## src/design/sfr_pkg.sv

```systemverilog
// ----------------------------------------------------------------------------
// sfr_pkg
// Shared constants, types and helpers for the stream find/replace block.
// ----------------------------------------------------------------------------
`timescale 1ns / 1ps

package sfr_pkg;

	localparam int PATTERN_MAX = 8;
	localparam int REPLACE_MAX = 8;
	localparam int BYTE_W      = 8;
	localparam int CFG_W       = 64;
	localparam int ADDR_W      = 5;
	localparam int LEN_W       = 4;
	localparam int CNT_W       = $clog2(PATTERN_MAX + 1);
	localparam int POS_W       = $clog2(PATTERN_MAX);
	localparam int RCNT_W      = $clog2(REPLACE_MAX + 1);
	localparam int RPOS_W      = $clog2(REPLACE_MAX);

	typedef logic [BYTE_W-1:0] byte_t;

	// register map, one 64-bit slot per register
	typedef enum logic [1:0] {
		REG_SEARCH_PATTERN  = 2'd0,
		REG_SEARCH_LENGTH   = 2'd1,
		REG_REPLACE_PATTERN = 2'd2,
		REG_REPLACE_LENGTH  = 2'd3
	} reg_idx_t;

	// one unit of output work: replacement run, then window bytes
	// (read from byte_pos downward), then an optional end marker
	typedef struct packed {
		logic [RCNT_W-1:0]            rep_cnt;
		logic [CNT_W-1:0]             byte_cnt;
		logic [POS_W-1:0]             byte_pos;
		logic                         end_mark;
		byte_t [PATTERN_MAX-1:0]      snap;
	} job_t;

	function automatic logic [CNT_W-1:0] clamp_slen(input logic [LEN_W-1:0] v);
		if (v > LEN_W'(PATTERN_MAX))
			return CNT_W'(PATTERN_MAX);
		return CNT_W'(v);
	endfunction

	function automatic logic [RCNT_W-1:0] clamp_rlen(input logic [LEN_W-1:0] v);
		if (v > LEN_W'(REPLACE_MAX))
			return RCNT_W'(REPLACE_MAX);
		return RCNT_W'(v);
	endfunction

endpackage

```

## src/design/sfr_cell.sv

```systemverilog
// ----------------------------------------------------------------------------
// sfr_cell
// One window cell: holds a byte, compares it with its pattern byte, hands it to the next cell on shift.
// ----------------------------------------------------------------------------
`timescale 1ns / 1ps

module sfr_cell import sfr_pkg::*; (
	input  logic  clk,
	input  logic  shift,
	input  byte_t byte_in,
	input  byte_t pat_byte,
	output byte_t byte_q,
	output logic  eq
);

	always_ff @(posedge clk) begin
		if (shift) begin
			byte_q <= byte_in;
		end
	end

	assign eq = (byte_q == pat_byte);

endmodule

```

## src/design/sfr_emit.sv

```systemverilog
// ----------------------------------------------------------------------------
// sfr_emit
// Output sequencer: plays one job out as a run of result beats.
// ----------------------------------------------------------------------------
`timescale 1ns / 1ps

module sfr_emit import sfr_pkg::*; (
	input  logic                   clk,
	input  logic                   arst_n,
	input  logic                   load,
	input  job_t                   job_in,
	input  logic [CFG_W-1:0]       replace_pattern,
	input  logic                   out_ready,
	output logic                   out_valid,
	output byte_t                  out_byte,
	output logic                   byte_valid,
	output logic                   result_end,
	output logic                   run_last,
	output logic                   slot_free
);

	logic              valid_q;
	job_t              job_q;
	logic [RPOS_W-1:0] rep_idx_q;

	logic rep_act;
	logic byte_act;
	logic take;

	assign rep_act  = (job_q.rep_cnt != '0);
	assign byte_act = (job_q.byte_cnt != '0);
	assign take     = valid_q && out_ready;

	always_comb begin
		if (rep_act) begin
			out_byte = replace_pattern[rep_idx_q*BYTE_W +: BYTE_W];
			run_last = (job_q.rep_cnt == RCNT_W'(1)) && !byte_act && !job_q.end_mark;
		end else if (byte_act) begin
			out_byte = job_q.snap[job_q.byte_pos];
			run_last = (job_q.byte_cnt == CNT_W'(1)) && !job_q.end_mark;
		end else begin
			out_byte = '0;
			run_last = 1'b1;
		end
	end

	assign out_valid  = valid_q;
	assign byte_valid = rep_act || byte_act;
	assign result_end = !rep_act && !byte_act;
	assign slot_free  = !valid_q || (out_ready && run_last);

	always_ff @(posedge clk or negedge arst_n) begin
		if (!arst_n) begin
			valid_q        <= 1'b0;
			job_q.rep_cnt  <= '0;
			job_q.byte_cnt <= '0;
			job_q.end_mark <= 1'b0;
			rep_idx_q      <= '0;
		end else if (load) begin
			valid_q   <= 1'b1;
			job_q     <= job_in;
			rep_idx_q <= '0;
		end else if (take) begin
			if (run_last) begin
				valid_q <= 1'b0;
			end
			if (rep_act) begin
				job_q.rep_cnt <= job_q.rep_cnt - RCNT_W'(1);
				rep_idx_q     <= rep_idx_q + RPOS_W'(1);
			end else if (byte_act) begin
				job_q.byte_cnt <= job_q.byte_cnt - CNT_W'(1);
				job_q.byte_pos <= job_q.byte_pos - POS_W'(1);
			end else begin
				job_q.end_mark <= 1'b0;
			end
		end
	end

endmodule

```

## src/design/stream_find_replace.sv

```systemverilog
// ----------------------------------------------------------------------------
// stream_find_replace
// Path: accepted byte -> hold register -> sfr_emit job register -> result.
// Throughput: one byte per cycle while out_ready holds high and each byte
//   yields at most one result; n results hold the sequencer for n beats.
// Reset: arst_n clears config registers, window fill and all valid flags.
// ----------------------------------------------------------------------------
`timescale 1ns / 1ps

// Streaming find-and-replace over a byte string.
//
// Data path:
//   in beat -> hold register -> window chain (PATTERN_MAX cells) -> job
//   register in sfr_emit -> result beats.
//
// The window is a shift chain: cell 0 holds the newest byte, cell k the byte
// seen k items earlier. Every byte that leaves the hold register shifts the
// chain by one. fill_q counts how many of the newest cells belong to
// the live window, so the oldest live byte sits at cell fill-1.
//
// Matching: when the incoming byte completes a window of search_length
// bytes, the incoming byte is compared against the last pattern byte and
// each cell j against pattern byte slen-2-j, all in parallel.
//
// Each item turns into one job: a replacement run, a run of window bytes
// taken from a snapshot of the chain, and an end marker on string end.
// The snapshot frees the chain for the next byte at once. An item that
// yields nothing (match deleted, or window still filling) passes the hold
// register without waiting for the sequencer.
//
// Config registers sit at byte addresses 0, 8, 16, 24 (64-bit slots).
// Writing search_length empties the window.

module stream_find_replace import sfr_pkg::*; (
	input  logic              clk,
	input  logic              arst_n,

	// input beats
	input  logic              in_valid,
	output logic              in_ready,
	input  byte_t             data_byte,
	input  logic              string_end,

	// result beats
	output logic              out_valid,
	input  logic              out_ready,
	output byte_t             out_byte,
	output logic              byte_valid,
	output logic              result_end,
	output logic              run_last,

	// config port
	input  logic              psel,
	input  logic              penable,
	input  logic              pwrite,
	input  logic [ADDR_W-1:0] paddr,
	input  logic [CFG_W-1:0]  pwdata,
	output logic [CFG_W-1:0]  prdata,
	output logic              pready
);

	// ---------------- config registers ----------------
	logic [CFG_W-1:0] search_pattern_q;
	logic [LEN_W-1:0] search_length_q;
	logic [CFG_W-1:0] replace_pattern_q;
	logic [LEN_W-1:0] replace_length_q;

	reg_idx_t         reg_idx;
	logic             cfg_wr;

	assign reg_idx = reg_idx_t'(paddr[ADDR_W-1:3]);
	assign cfg_wr  = psel && penable && pwrite;
	assign pready  = 1'b1;

	always_ff @(posedge clk or negedge arst_n) begin
		if (!arst_n) begin
			search_pattern_q  <= '0;
			search_length_q   <= '0;
			replace_pattern_q <= '0;
			replace_length_q  <= '0;
		end else if (cfg_wr) begin
			unique case (reg_idx)
				REG_SEARCH_PATTERN:  search_pattern_q  <= pwdata;
				REG_SEARCH_LENGTH:   search_length_q   <= pwdata[LEN_W-1:0];
				REG_REPLACE_PATTERN: replace_pattern_q <= pwdata;
				REG_REPLACE_LENGTH:  replace_length_q  <= pwdata[LEN_W-1:0];
			endcase
		end
	end

	always_comb begin
		unique case (reg_idx)
			REG_SEARCH_PATTERN:  prdata = search_pattern_q;
			REG_SEARCH_LENGTH:   prdata = CFG_W'(search_length_q);
			REG_REPLACE_PATTERN: prdata = replace_pattern_q;
			REG_REPLACE_LENGTH:  prdata = CFG_W'(replace_length_q);
		endcase
	end

	logic [CNT_W-1:0]  slen;
	logic [RCNT_W-1:0] rlen;

	assign slen = clamp_slen(search_length_q);
	assign rlen = clamp_rlen(replace_length_q);

	// ---------------- hold register (input skid) ----------------
	logic  hold_valid_q;
	byte_t hold_byte_s1;
	logic  hold_end_s1;
	logic  advance;

	assign in_ready = !hold_valid_q || advance;

	always_ff @(posedge clk or negedge arst_n) begin
		if (!arst_n) begin
			hold_valid_q <= 1'b0;
		end else if (in_valid && in_ready) begin
			hold_valid_q <= 1'b1;
		end else if (advance) begin
			hold_valid_q <= 1'b0;
		end
	end

	always_ff @(posedge clk) begin
		if (in_valid && in_ready) begin
			hold_byte_s1 <= data_byte;
			hold_end_s1  <= string_end;
		end
	end

	// ---------------- window chain ----------------
	byte_t [PATTERN_MAX-1:0] cell_byte;
	logic  [PATTERN_MAX-1:0] cell_eq;
	logic  [PATTERN_MAX-1:0] cell_use;
	byte_t [PATTERN_MAX-1:0] cell_pat;

	for (genvar j = 0; j < PATTERN_MAX; j++) begin : g_cell
		logic [CNT_W-1:0] pidx;
		byte_t            cin;

		assign pidx        = slen - CNT_W'(j) - CNT_W'(2);
		assign cell_pat[j] = search_pattern_q[pidx[POS_W-1:0]*BYTE_W +: BYTE_W];
		assign cell_use[j] = (CNT_W'(j) + CNT_W'(1)) < slen;

		if (j == 0) begin : g_head
			assign cin = hold_byte_s1;
		end else begin : g_link
			assign cin = cell_byte[j-1];
		end

		sfr_cell u_cell (
			.clk      (clk),
			.shift    (advance),
			.byte_in  (cin),
			.pat_byte (cell_pat[j]),
			.byte_q   (cell_byte[j]),
			.eq       (cell_eq[j])
		);
	end

	// ---------------- window control ----------------
	logic [CNT_W-1:0] fill_q;
	logic [CNT_W-1:0] fill_base;
	logic [CNT_W-1:0] fill_inc;
	logic [CNT_W-1:0] slen_m1;
	logic [CNT_W-1:0] fill_nxt;
	logic             full;
	logic             hit;
	byte_t            last_pat;
	job_t             job;
	logic             job_busy;
	logic             slot_free;
	logic             load;

	assign slen_m1   = slen - CNT_W'(1);
	assign fill_base = (fill_q >= slen) ? '0 : fill_q;
	assign fill_inc  = fill_base + CNT_W'(1);
	assign full      = (slen != '0) && (fill_inc == slen);
	assign last_pat  = search_pattern_q[slen_m1[POS_W-1:0]*BYTE_W +: BYTE_W];
	assign hit       = (hold_byte_s1 == last_pat) && (&(cell_eq | ~cell_use));

	always_comb begin
		job.snap[0] = hold_byte_s1;
		for (int k = 1; k < PATTERN_MAX; k++) begin
			job.snap[k] = cell_byte[k-1];
		end
		job.end_mark = hold_end_s1;
		job.rep_cnt  = '0;
		job.byte_cnt = '0;
		job.byte_pos = '0;
		fill_nxt     = '0;

		priority if (slen == '0) begin
			// pass through
			job.byte_cnt = CNT_W'(1);
		end else if (full && hit) begin
			job.rep_cnt = rlen;
		end else if (full) begin
			// oldest byte out; on string end the rest follows
			job.byte_pos = slen_m1[POS_W-1:0];
			job.byte_cnt = hold_end_s1 ? slen : CNT_W'(1);
			fill_nxt     = hold_end_s1 ? '0 : slen_m1;
		end else begin
			// still filling: flush only on string end
			job.byte_pos = fill_base[POS_W-1:0];
			job.byte_cnt = hold_end_s1 ? fill_inc : '0;
			fill_nxt     = hold_end_s1 ? '0 : fill_inc;
		end
	end

	assign job_busy = (job.rep_cnt != '0) || (job.byte_cnt != '0) || job.end_mark;
	assign advance  = hold_valid_q && (slot_free || !job_busy);
	assign load     = advance && job_busy;

	always_ff @(posedge clk or negedge arst_n) begin
		if (!arst_n) begin
			fill_q <= '0;
		end else if (cfg_wr && (reg_idx == REG_SEARCH_LENGTH)) begin
			fill_q <= '0;
		end else if (advance) begin
			fill_q <= fill_nxt;
		end
	end

	// ---------------- output sequencer ----------------
	sfr_emit u_emit (
		.clk             (clk),
		.arst_n          (arst_n),
		.load            (load),
		.job_in          (job),
		.replace_pattern (replace_pattern_q),
		.out_ready       (out_ready),
		.out_valid       (out_valid),
		.out_byte        (out_byte),
		.byte_valid      (byte_valid),
		.result_end      (result_end),
		.run_last        (run_last),
		.slot_free       (slot_free)
	);

endmodule

```

## config.mk

```make
export PLATFORM = sky130hd
export DESIGN_NAME = stream_find_replace
export DESIGN_NICKNAME = d
export VERILOG_FILES = /design/src/design/sfr_pkg.sv /design/src/design/sfr_cell.sv /design/src/design/sfr_emit.sv /design/src/design/stream_find_replace.sv
export SDC_FILE = /design/constraint.sdc
export NUM_CORES = 1
export LEC_CHECK = 0
export ABC_AREA = 1
export BUFFER_PORTS_ARGS = -buffer_cell sky130_fd_sc_hd__buf_4
export CELL_PAD_IN_SITES_DETAIL_PLACEMENT = 0
export CELL_PAD_IN_SITES_GLOBAL_PLACEMENT = 1
export CORE_UTILIZATION = 40
export DETAILED_ROUTE_END_ITERATION = 6
export PLACE_DENSITY = 0.85
export SETUP_SLACK_MARGIN = 0.2
export SLEW_MARGIN = 20
export SYNTH_ARGS = -nofsm -noshare
export SYNTH_HDL_FRONTEND = slang
export SYNTH_HIERARCHICAL = 1
export SYNTH_SLANG_ARGS = --single-unit
export TNS_END_PERCENT = 5
```

## constraint.sdc

```tcl
create_clock -name clk -period 6.3 [get_ports clk]
set_input_delay 0 -clock clk [delete_from_list [all_inputs] [get_ports clk]]
set_output_delay 0 -clock clk [all_outputs]
set_load 0.05 [all_outputs]
```

# Word level (Yosys, flattened, before mapping)
# Cells that the tools add are included.
[classes]
add_sub_neg = 19
n_lt_le_gt_ge = 12
eq_ne = 17
n_shift = 10
muxes = 43
n_bitwise = 2
reduce_logical = 51
[op_table]
columns = ["cell", "count"]
rows = [
  ["indexed part select 64 x 7 -> 8 bit", 10],
  ["case mux 64 bit (4 select lines)", 1],
  ["== test 8 bit", 9],
  ["2-to-1 mux 4 bit", 18],
  ["2-to-1 mux 8 bit", 4],
  ["subtractor 3 x 2 -> 3 bit, second input constant", 9],
  ["binary-select mux 8 bit (select 3 bit)", 1],
  ["2-to-1 mux 12 bit", 2],
  ["2-to-1 mux 7 bit", 3],
  ["nonzero test 4 bit", 5],
  ["< comparator 3 x 4 -> 1 bit, first input constant", 4],
  ["logical AND 1 bit", 15],
  ["AND reduction 2 bit", 7],
  ["2-to-1 mux 3 bit", 4],
  ["nonzero test 2 bit", 6],
  ["subtractor 3 bit, second input constant", 4],
  ["subtractor 4 x 1 -> 4 bit, second input constant", 3],
  ["2-to-1 mux 1 bit", 10],
  ["== test 4 x 1 -> 1 bit, second input constant", 2],
  ["> comparator 4 bit, second input constant", 2],
  ["< comparator 2 x 4 -> 1 bit, first input constant", 2],
  ["inverter 8 bit", 1],
  ["OR 8 bit", 1],
  ["AND reduction 8 bit", 1],
  ["other kinds (17)", 30],
]
[word_totals]
register_bits = 294

# Depth between registers and ports, before layout
# Gate-level depths: netlist (run 1).
[logic_depth]
word_depth = 22
mapped_depth = 43
depth_no_buf = 36

# Hierarchy
# The synthesis (run 1) kept the hierarchy.
[modules_own_cells]
columns = ["mod", "instances", "cells_each", "area_per_inst_um2"]
rows = [
  ["stream_find_replace", 1, 1440, 9703.1],
  ["sfr_emit", 1, 513, 4256.6],
  ["sfr_cell", 8, 54, 412.9],
]

# Worst setup path after synthesis (run 1)
# Ideal clock, no wire load.
[synth_timing]
path_type = "register to register"
startpoint = "reg search_length_q[3]"
endpoint = "reg u_emit/job_q[0] in the netlist's numbering, enable pin"
setup_time_ps = 418
arrival_time_ps = 6511
path_slack_ps = -629
stages_incl_launch_ff = 39
path_buffers = 9
synth_period_minus_slack_ps = 6929
path_cell_list = "dfrtp_1 > buf_6 > inv_6 > buf_6 > nand2_4 > clkbuf_1 > clkbuf_1 > ha_1 > ha_1 > buf_2 > buf_1 > xnor2_1 > clkbuf_1 > nand2_1 > o21ai_0 > inv_1 > nand2_1 > nand2_1 > [... 3 more ...] > inv_1 > a22oi_1 > nand2_1 > a21oi_1 > nand2_1 > inv_1 > nand3_1 > nor2_1 > nand2_2 > nand3_2 > nand2_4 > o21bai_4 > nand2_2 > nor2_1 > buf_2 > clkbuf_1 > nand2_1 > inv_1"
[synth_lines]
columns = ["item", "line", "source"]
rows = [
  ["start, declared", "stream_find_replace.sv:64", "logic [LEN_W-1:0] search_length_q;"],
  ["start signal, assigned", "stream_find_replace.sv:84", "REG_SEARCH_LENGTH: search_length_q <= pwdata[LEN_W-1:0];"],
  ["end signal, assigned", "sfr_emit.sv:61", "job_q <= job_in;"],
  ["end, declared", "sfr_emit.sv:23", "job_t job_q;"],
]

==> flow_summary.yaml, run 1 <==
status:
  status: "finished, final reports clean"
clocking:
  path_clk_slew_ns: 0.06
  cts_setup_buffers: 0
  cts_max_level: 2
  cts.sinks: 294
  cts_made_buffers: 35
  insertion_delay_ns: 0.54
  cts_tree: "done"
  cts_buffer_depth: 3
  clk_root_buffer_cell: "clkbuf_16"
timing:
  finalHoldViolations: 0
  tns_ns: 0
  fmaxAchievable_mhz: 177
  rsz0062_at_grt: "yes"
  finalClockSkew_ns: 0.0123
  max_slew_margin_pct: 25.9
  maxSlewViolCount: 0
  setup_violations: 0
  tightest_slew_ns: 1.11
  min_period_over_period_pct: 89.6
  period_minus_slack_ns: 5.65
worst_setup_path:
  critPathKind: "flip-flop to flip-flop"
  max_stage_delay_ns: 0.58
  startpoint_type: "flip-flop"
  cpMaxStageDelayCell: "xnor2_2"
  cp_max_fo: 24
  cp.required_ns: 6.52
  critPathCaptureType: "flip-flop"
  ff2ff_path_depth: 32
  crit_arrival_ns: 5.87
  cp_common_cell: "nand2_1"
logic_synthesis:
  yosysTopAreaCellShare_pct: 24.4
  ys_seq_elements: 294
  synthArstFlopShare_pct: 52.4
  postSynthAreaPerCell_um2: 7.24
  syn_nets: 2489
  yosysWarnings: 6
  syn_area_mm2: 0.0173
  seq_area_frac_synth_pct: 46.7
  synth_edf_count: 140
  synth.largest_area_cell: "edfxtp_1"
  synthFlopType: "dfrtp_1"
  synth_cells: 2385
  synthTopCellsByArea: "edfxtp_1 (24%), dfrtp_1 (22%), nand2_1 (19%), o21ai_0 (8.8%), inv_1 (6.9%)"
  synth.distinct_cells: 45
detailed_routing:
  vias: 16204
  post-route-drc-count: 0
  ant_nets: 0
  drt_wl_total_um: 57200
  vias_per_cell: 5.17
  drt_iter0_markers: 1370
  avgRoutedWirePerCell_um: 18.2
  first_pass_iters: 7
pwr:
  p_clk_share_pct: 21.2
  seqPwrFrac_pct: 33.0
  p_switching_uw: 4460
  p_comb_share_pct: 45.8
  power_leakage_uw: 0.0104
  switching_share_pct: 45.9
  ir_worst_vdd_v: 0.000317
  internal_power_uw: 5250
  power_density_mw_per_mm2: 467
die:
  die_area_mm2: 0.0440
  start_util_pct: 40.9
  io_pins: 163
  core-area_mm2: 0.0422
  die_w_um: 210
  rows: 75
  die_y_um: 210
global_routing:
  grt_pass1_wl_um: 87400
  grt_pass1_vias: 15026
  grt_use_total_pct: 26.3
  overflow: 0
  antenna_found_initial: 0
  grt_start_max_net_pins: 129
placed_design:
  routabilityCongestion: 0.946
  place_hpwl_um: 43100
  port_buffers: 158
layout:
  antenna_cells: 0
  post-route-util_pct: 49.3
  drive_gt1_share_pct: 11.3
  areaGrowthSynthToFinish_pct: 20.5
  fin_nets: 2679
run:
  drv_cap: 0
min_path:
  hold_path.class: "input pin to asynchronous set/reset pin"
repair_timing:
| item | 4_1_cts | 5_1_grt |
|---|---|---|
| hold buffers | 78 | 0 |
| hold endpoints to repair | 212 | 0 |
| gates resized for setup | 0 | 1 |
| setup endpoints to repair | 0 | 67 |
worst paths after layout:
check	from	to	slack, ns
max in group asynchronous	arst_n	search_pattern_q[43]	5.10
max	search_length_q[3]	u_emit/job_q[66]	0.65
min in group clk	penable	search_pattern_q[3]	0.14
min	arst_n	search_pattern_q[30]	0.02
max reg2reg	search_length_q[3]	u_emit/job_q[66]	0.65
min reg2reg	replace_length_q[1]	replace_length_q[1]	0.49
per-layer routing:
metal / global-route usage [%] / wire [um]
met1: 37.1 / 26000
met2: 41.0 / 25600
met3: 3.85 / 3780
met4: 9.49 / 1750
met5: 0 / 0
per-stage QoR:
step | total power, uW | hold WS, ns | setup WS (ns) | instances | cell area (um2)
floorplan | 6130 | -0.296 | 0.240 | 2385 | 17300
global placement | 7500 | 0.0319 | 0.635 | 2999 | 18800
detailed placement | 7580 | 0.0387 | 0.549 | 2999 | 18800
CTS | 9700 | 0.0271 | 0.538 | 3137 | 20800
global route | 10400 | 0.0678 | 0.129 | 3137 | 20800
finish | 9700 | 0.0233 | 0.654 | 3137 | 20800
cells by family after synthesis:
| logic type | Yosys count | share of synthesized area [%] |
|---|---|---|
| adders and majority gates | 19 | 1.38 |
| DFF | 294 | 46.7 |
| xor gates and xnor gates | 3 | 0.152 |
| AOI/OAI and AO/OA | 360 | 11.0 |
| buffers and inverters | 441 | 10.5 |
| and+or+nand+nor | 1267 | 30.3 |
| other | 1 | 0.0217 |
flip-flops by register name, summed over array words and instances, names as in the netlist:
signal                flops
search_pattern_q         64
fill_q                    4
hold_end_s1               1
replace_pattern_q        64
g_cell.u_cell/byte_q     64
u_emit/rep_idx_q          3
hold_valid_q              1
u_emit/out_valid          1
g_cell.cin                8
search_length_q           4
replace_length_q          4
u_emit/job_q             76
layout make-up:
cell class | count | area [um2]
multi-input cells | 1650 | 7440
repair buffers | 264 | 2210
flip-flops and latches | 294 | 8060
inverters | 330 | 1250
clock inverters | 13 | 161
well taps | 539 | 674
fillers | 4080 | 21400
clock buffers | 47 | 1000
critical path: cells and delay by family, from the launching register on:
family / cells / cell delay [ns]
AND/OR/NAND/NOR: 19 / 2.20
buffers and inverters: 6 / 0.72
adder cells (fa/ha/maj): 2 / 0.70
AO/OA/AOI/OAI: 4 / 0.69
XOR/XNOR: 1 / 0.58
flip-flops: 1 / 0.42
cells in the mapped netlist (12+ instances only):
master	n
a21oi_1	24
a22o_1	15
buf_2	18
buf_4	12
clkbuf_1	64
dfrtp_1	154
edfxtp_1	140
ha_1	19
inv_1	318
nand2_1	874
nand2_2	18
nand3_1	197
nand4_1	14
nor2_1	132
o21ai_0	302
power by group through the flow:
stage          combinational, uW  clock [uW]  sequential, uW
2_1_floorplan               3150           0            2990
3_3_place_gp                4300           0            3200
3_5_place_dp                4350           0            3230
4_1_cts                     4410        2090            3200
5_1_grt                     4960        2160            3270
6_report                    4450        2050            3200
layout by cell type (no fill, tap or decap), drive strengths merged:
cell type | Yosys | layout
a21oi | 25 | 25
ha | 19 | 19
dlygate4sd3 | 0 | 78
nor2 | 141 | 141
clkbuf | 64 | 47
a31o | 1 | 1
nand2 | 895 | 895
dfrtp | 154 | 154
edfxtp | 140 | 140
nand4 | 14 | 14
nor3 | 9 | 9
a22oi | 1 | 1
nand3 | 203 | 203
buf | 47 | 186
clkinv | 5 | 10
clkinvlp | 0 | 3
bufinv | 0 | 3
conb | 1 | 1
a22o | 15 | 15
o21ai | 307 | 307
o21bai | 1 | 1
a31oi | 4 | 4
o22ai | 1 | 1
o31ai | 1 | 1
xnor2 | 2 | 2
a211oi | 2 | 2
inv | 325 | 327
and3 | 2 | 2
o2111ai | 2 | 2
nand3b | 3 | 3
xor2 | 1 | 1
(Power assumes the default switching activity.)
==> run 2: changes to the inputs <==
Settings changed: CORE_UTILIZATION 40 to 44, MAX_ROUTING_LAYER from default to met4, PLACE_DENSITY 0.85 to 0.89.
Clock period 6.3 ns to 5.3 ns, I/O delays scaled along.
==> run 2 against run 1 <==
  * Setup slack got worse by 0.12 ns
  * Worst hold slack improved by 0.14 ns
  * Fmax rose by 18%
  * Register-to-register slack got worse by 0.12 ns
  * Combinational power rose by 26%
  * Clock skew rose by 0.012 ns
  * Critical path depth rose by 1
  * Sequential power rose by 19%
  * Clock power rose by 19%
  * Wire length rose by 1.4%
  * Largest power group unchanged
==> flow_summary.yaml, run 2 (synthesized netlist as in run 1, its figures left out) <==
global_routing:
  overflow: 0
  grt_start_max_net_pins: 129
  grt_pass1_vias: 15261
  antenna_found_initial: 2
  grt_use_total_pct: 30.3
  grt_pass1_wl_um: 87800
pwr:
  switching_share_pct: 45.8
  power_leakage_uw: 0.0106
  p_clk_share_pct: 20.6
  ir_worst_vdd_v: 0.000257
  p_switching_uw: 5430
  p_comb_share_pct: 47.3
  power_density_mw_per_mm2: 559
  internal_power_uw: 6430
  seqPwrFrac_pct: 32.1
worst_setup_path:
  ff2ff_path_depth: 33
  startpoint_type: "flip-flop"
  max_stage_delay_ns: 0.47
  critPathCaptureType: "flip-flop"
  crit_arrival_ns: 5.01
  cpMaxStageDelayCell: "dfrtp_2"
  cp_max_fo: 38
  critPathKind: "flip-flop to flip-flop"
  cp.required_ns: 5.54
detailed_routing:
  drt_iter0_markers: 1505
  vias_per_cell: 5.29
  highest_layer: "met4"
  wl_met2_um: 25500
  post-route-drc-count: 0
  ant_nets: 0
  vias: 16634
  wirelength_met1_um: 26000
  route.met3.wl_um: 4320
  drt_wl_total_um: 58000
  first_pass_iters: 7
  avgRoutedWirePerCell_um: 18.4
die:
  die_w_um: 200
  die_area_mm2: 0.0400
  core-area_mm2: 0.0386
  start_util_pct: 44.7
  io_pins: 163
  rows: 72
  die_y_um: 200
placed_design:
  place_hpwl_um: 43000
  port_buffers: 158
  dp_cells: 2997
  routabilityCongestion: 0.968
layout:
  fin_nets: 2711
  layout_common_cells: "nand2_1 (870), inv_1 (315), o21ai_0 (289), buf_4 (200), nand3_1 (197)"
  final_common_cell: "nand2_1"
  antenna_cells: 0
  largest_register_ffs: 76
  stdcell_count: 3147
  top_register: "u_emit/job_q"
  fillCellCount: 3605
  drive_gt1_share_pct: 12.9
  areaGrowthSynthToFinish_pct: 23.0
timing:
  whs_ns: 0.168
  tightest_slew_ns: 1.04
  period_minus_slack_ns: 4.77
  maxSlewViolCount: 0
  setup_violations: 0
  finalClockSkew_ns: 0.0241
  finalHoldViolations: 0
  min_period_over_period_pct: 90.0
  fmaxAchievable_mhz: 210
  max_slew_margin_pct: 30.5
  tns_ns: 0
  rsz0062_at_grt: "no"
clocking:
  cts_buffer_depth: 3
  insertion_delay_ns: 0.55
  cts_made_buffers: 35
  cts_tree: "done"
  clk_root_buffer_cell: "clkbuf_16"
  cts_max_level: 2
  cts.sinks: 294
  path_clk_slew_ns: 0.06
min_path:
  hold_path.class: "input pin to flip-flop"
  holdPathStages: 4
status:
  status: "finished, final reports clean"
run:
  drv_cap: 0
-- run 2: cell count changes in the layout (fill, tap and decap cells not counted), sizes merged --
cell         delta
dlygate4sd3     +2
buf            +27
clkinv          +2
-- run 2: cell type report --
class / count / area (um2) / share of cell area, %
Tap cell: 518 / 648 / 3.05
Inverter: 330 / 1260 / 5.93
Clock buffer: 44 / 972 / 4.58
Clock inverter: 15 / 175 / 0.825
Timing Repair Buffer: 296 / 2590 / 12.2
Multi-Input combinational cell: 1650 / 7540 / 35.5
Sequential cell: 294 / 8060 / 37.9
-- run 2: timing repair --
action,CTS,global route
pin swaps,0,4
gates resized for setup,1,27
hold buffers,80,0
setup endpoints to repair,3,123
buffers inserted,0,5
gates cloned,0,6
endpoints found under the hold margin,228,0
-- run 2: critical path, delay by kind of cell (launching register included) --
family / cells / cell delay (ns)
compound gates: 3 / 0.51
xor+xnor: 1 / 0.11
fa+ha+maj: 1 / 0.42
buf+inv: 11 / 1.35
flops: 1 / 0.47
simple gates: 17 / 1.60
-- run 2: metrics by stage --
step	power (uW)	instance area [um2]	utilization (%)	setup WS, ns
6_report	11900	21200	55.0	0.531
5_1_grt	12700	21200	55.0	0.194
4_1_cts	11700	21000	54.4	0.271
3_5_place_dp	9150	19100	49.3	0.192
3_3_place_gp	9030	19100	49.3	0.297
2_1_floorplan	7390	17400	-	-0.126
-- run 2: final timing paths --
path / start / to / slack (ns)
max in group asynchronous: arst_n / search_pattern_q[19] / 3.37
min in group asynchronous: arst_n / replace_pattern_q[56] / 0.53
worst max-delay path: search_length_q[3] / u_emit/job_q[0] / 0.53
worst max register to register: search_length_q[3] / u_emit/job_q[0] / 0.53
worst min-delay path: penable / search_pattern_q[2] / 0.17
worst min register to register: replace_length_q[0] / replace_length_q[0] / 0.48
-- run 2: power groups by stage --
stage | Combinational [uW] | Clock, uW | Sequential (uW)
2_1_floorplan | 3840 | 0 | 3550
3_3_place_gp | 5230 | 0 | 3800
3_5_place_dp | 5310 | 0 | 3830
4_1_cts | 5380 | 2470 | 3800
5_1_grt | 6210 | 2560 | 3890
6_report | 5610 | 2440 | 3810
-- run 2: routing by layer --
layer	track usage [%]	vias to the layer above
met1	42.3	7797
met4	12.3	0
met3	4.08	109
met5	-	-
li1	-	8028
met2	44.3	700
==> run 3: changes to the inputs <==
==> constraint.sdc (replaced) <==
create_clock -name clk -period 5.3 [get_ports clk]
set_input_delay 0.53 -clock clk [delete_from_list [all_inputs] [get_ports clk]]
set_output_delay 0.53 -clock clk [all_outputs]
set_load 0.05 [all_outputs]
==> run 3 against run 2 <==
  * Design area decreased by 1.7%
  * Cell count down 1.8%
  * Register-to-register slack lost 0.04 ns
  * Combinational power is 4.5% higher
  * First-iteration DRC count is 3.7% lower
  * Wire length rose by 2.0%
  * Non-clock buffer count down 60
  * Setup slack worse by 0.23 ns
  * Critical path type is now flip-flop to output pin
  * Largest power group unchanged
==> flow_summary.yaml, run 3 (synthesized netlist as in run 1, its figures left out) <==
global_routing:
  grt_pass1_wl_um: 87000
  grt_pass1_vias: 14651
  grt_use_total_pct: 30.1
  overflow: 0
  grt_start_max_net_pins: 129
  antenna_found_initial: 0
timing:
  tightest_slew_ns: 0.933
  finalHoldViolations: 0
  fmaxAchievable_mhz: 200
  setup_violations: 0
  rsz0062_at_grt: "yes"
  max_slew_margin_pct: 37.8
  period_minus_slack_ns: 5.00
  finalClockSkew_ns: 0.0307
  min_period_over_period_pct: 94.3
  maxSlewViolCount: 0
  tns_ns: 0
die:
  die_w_um: 200
  core-area_mm2: 0.0386
  io_pins: 163
  start_util_pct: 44.7
  die_area_mm2: 0.0400
  rows: 72
  die_y_um: 200
layout:
  top_register: "u_emit/job_q"
  antenna_cells: 0
  final_common_cell: "nand2_1"
  areaGrowthSynthToFinish_pct: 20.9
  drive_gt1_share_pct: 15.4
  layout_common_cells: "nand2_1 (865), inv_1 (313), o21ai_0 (254), buf_4 (205), nand3_1 (195)"
  largest_register_ffs: 76
  fin_nets: 2652
  post-route-util_pct: 54.0
  fillCellCount: 3709
worst_setup_path:
  reg2reg_from: "search_length_q[3]"
  startpoint_type: "flip-flop"
  cpMaxStageDelayCell: "dfrtp_2"
  rrSetupSlack_ns: 0.49
  critPathCaptureType: "output pin"
  max_stage_delay_ns: 0.51
  r2r_end: "u_emit/job_q[65]"
  cp_common_cell: "nand2_1"
  critPathKind: "flip-flop to output pin"
  crit_arrival_ns: 4.47
  cp_max_fo: 8
  ff2ff_path_depth: 32
  cp.required_ns: 4.77
run:
  drv_cap: 0
placed_design:
  place_hpwl_um: 43400
  port_buffers: 158
  routabilityCongestion: 0.953
clocking:
  clk_root_buffer_cell: "clkbuf_16"
  cts_tree: "done"
  cts_made_buffers: 35
  insertion_delay_ns: 0.55
  cts.sinks: 294
  cts_buffer_depth: 3
  cts_max_level: 2
  path_clk_slew_ns: 0.06
detailed_routing:
  first_pass_iters: 7
  vias_per_cell: 5.33
  drt_wl_total_um: 59200
  drt_iter0_markers: 1449
  avgRoutedWirePerCell_um: 19.2
  ant_nets: 0
  post-route-drc-count: 0
  vias: 16450
pwr:
  power_leakage_uw: 0.0104
  seqPwrFrac_pct: 31.6
  p_comb_share_pct: 48.2
  internal_power_uw: 6550
  p_clk_share_pct: 20.1
  ir_worst_vdd_v: 0.000316
  power_density_mw_per_mm2: 582
  switching_share_pct: 46.1
  p_switching_uw: 5590
min_path:
  min_from: "data_byte[7]"
  min_to: "g_cell[0].cin[7]"
  holdPathStages: 1
  hold_path.class: "input pin to flip-flop"
status:
  status: "finished, final reports clean"
[run 3: changes by cell type in the layout (fill, tap and decap cells not counted), moves of 3 or more]
cell           delta
buf_4             +5
o21ai_1          +22
a21oi_2          +10
o21ai_0          -35
a21oi_1           -9
o21ai_2          +13
buf_6             +9
nor2_1            -3
nand2_1           -5
clkinvlp_4        +4
dlygate4sd3_1    -79
nand2_2           +3
[run 3: stage by stage]
| step | setup slack, ns | hold WS [ns] | cell area [um2] | cells | total power, uW |
|---|---|---|---|---|---|
| 3_3_place_gp | 0.249 | 0.469 | 19100 | 2995 | 9030 |
| 3_5_place_dp | 0.226 | 0.475 | 19100 | 2996 | 9140 |
| 2_1_floorplan | -0.126 | 0.234 | 17400 | 2385 | 7390 |
| 4_1_cts | 0.215 | 0.147 | 20300 | 3064 | 11700 |
| 5_1_grt | 0.0865 | 0.147 | 20900 | 3089 | 12900 |
| 6_report | 0.304 | 0.169 | 20900 | 3089 | 12100 |
[run 3: final cells by class]
type,count,area [um2],share of cell area [%]
flip-flops and latches,294,8060,38.6
multi-input cells,1651,7710,37.0
repair buffers,236,2040,9.78
inverters,330,1270,6.09
clock buffers,44,940,4.50
well taps,518,648,3.11
clock inverters,16,196,0.941
[run 3: how the worst max path moves through the flow]
stage                        from                to  slack (ns)  cells after the start
6_report       search_length_q[3]          in_ready        0.30                     31
5_1_grt        search_length_q[3]          in_ready        0.09                     31
4_1_cts        search_length_q[3]          in_ready        0.22                     27
3_5_place_dp   search_length_q[3]  u_emit/job_q[67]        0.23                     32
3_3_place_gp   search_length_q[3]  u_emit/job_q[66]        0.25                     32
2_1_floorplan  search_length_q[3]   u_emit/job_q[0]       -0.13                     39
[run 3: critical path, delay by kind of cell (launching register included)]
kind	cells	cell delay, ns
compound gates	4	0.41
xor+xnor	1	0.28
fa+ha+maj	2	0.48
buf+inv	8	0.82
flops	1	0.51
simple gates	16	1.40
[run 3: repair_timing]
item / in CTS / in global routing
endpoints found under the setup margin: 4 / 64
hold buffers: 1 / 0
pin swaps: 4 / 31
hold endpoints to repair: 8 / 0
gates cloned: 1 / 6
gates resized for setup: 22 / 95
buffers inserted: 6 / 19
[run 3: power by group through the flow]
| stage | sequential [uW] | clock, uW | combinational, uW |
|---|---|---|---|
| floorplan | 3550 | 0 | 3840 |
| global route | 3910 | 2560 | 6440 |
| detailed placement | 3850 | 0 | 5290 |
| global placement | 3820 | 0 | 5210 |
| finish | 3840 | 2440 | 5860 |
| CTS | 3820 | 2470 | 5410 |
[run 3: routing by layer]
layer | vias to the layer above | track usage (%) | wire (um)
met5 | - | - | 0
met4 | 0 | 9.95 | 1900
met3 | 90 | 3.43 | 4150
met2 | 692 | 45.1 | 26600
met1 | 7765 | 42.5 | 26500
li1 | 7903 | - | -
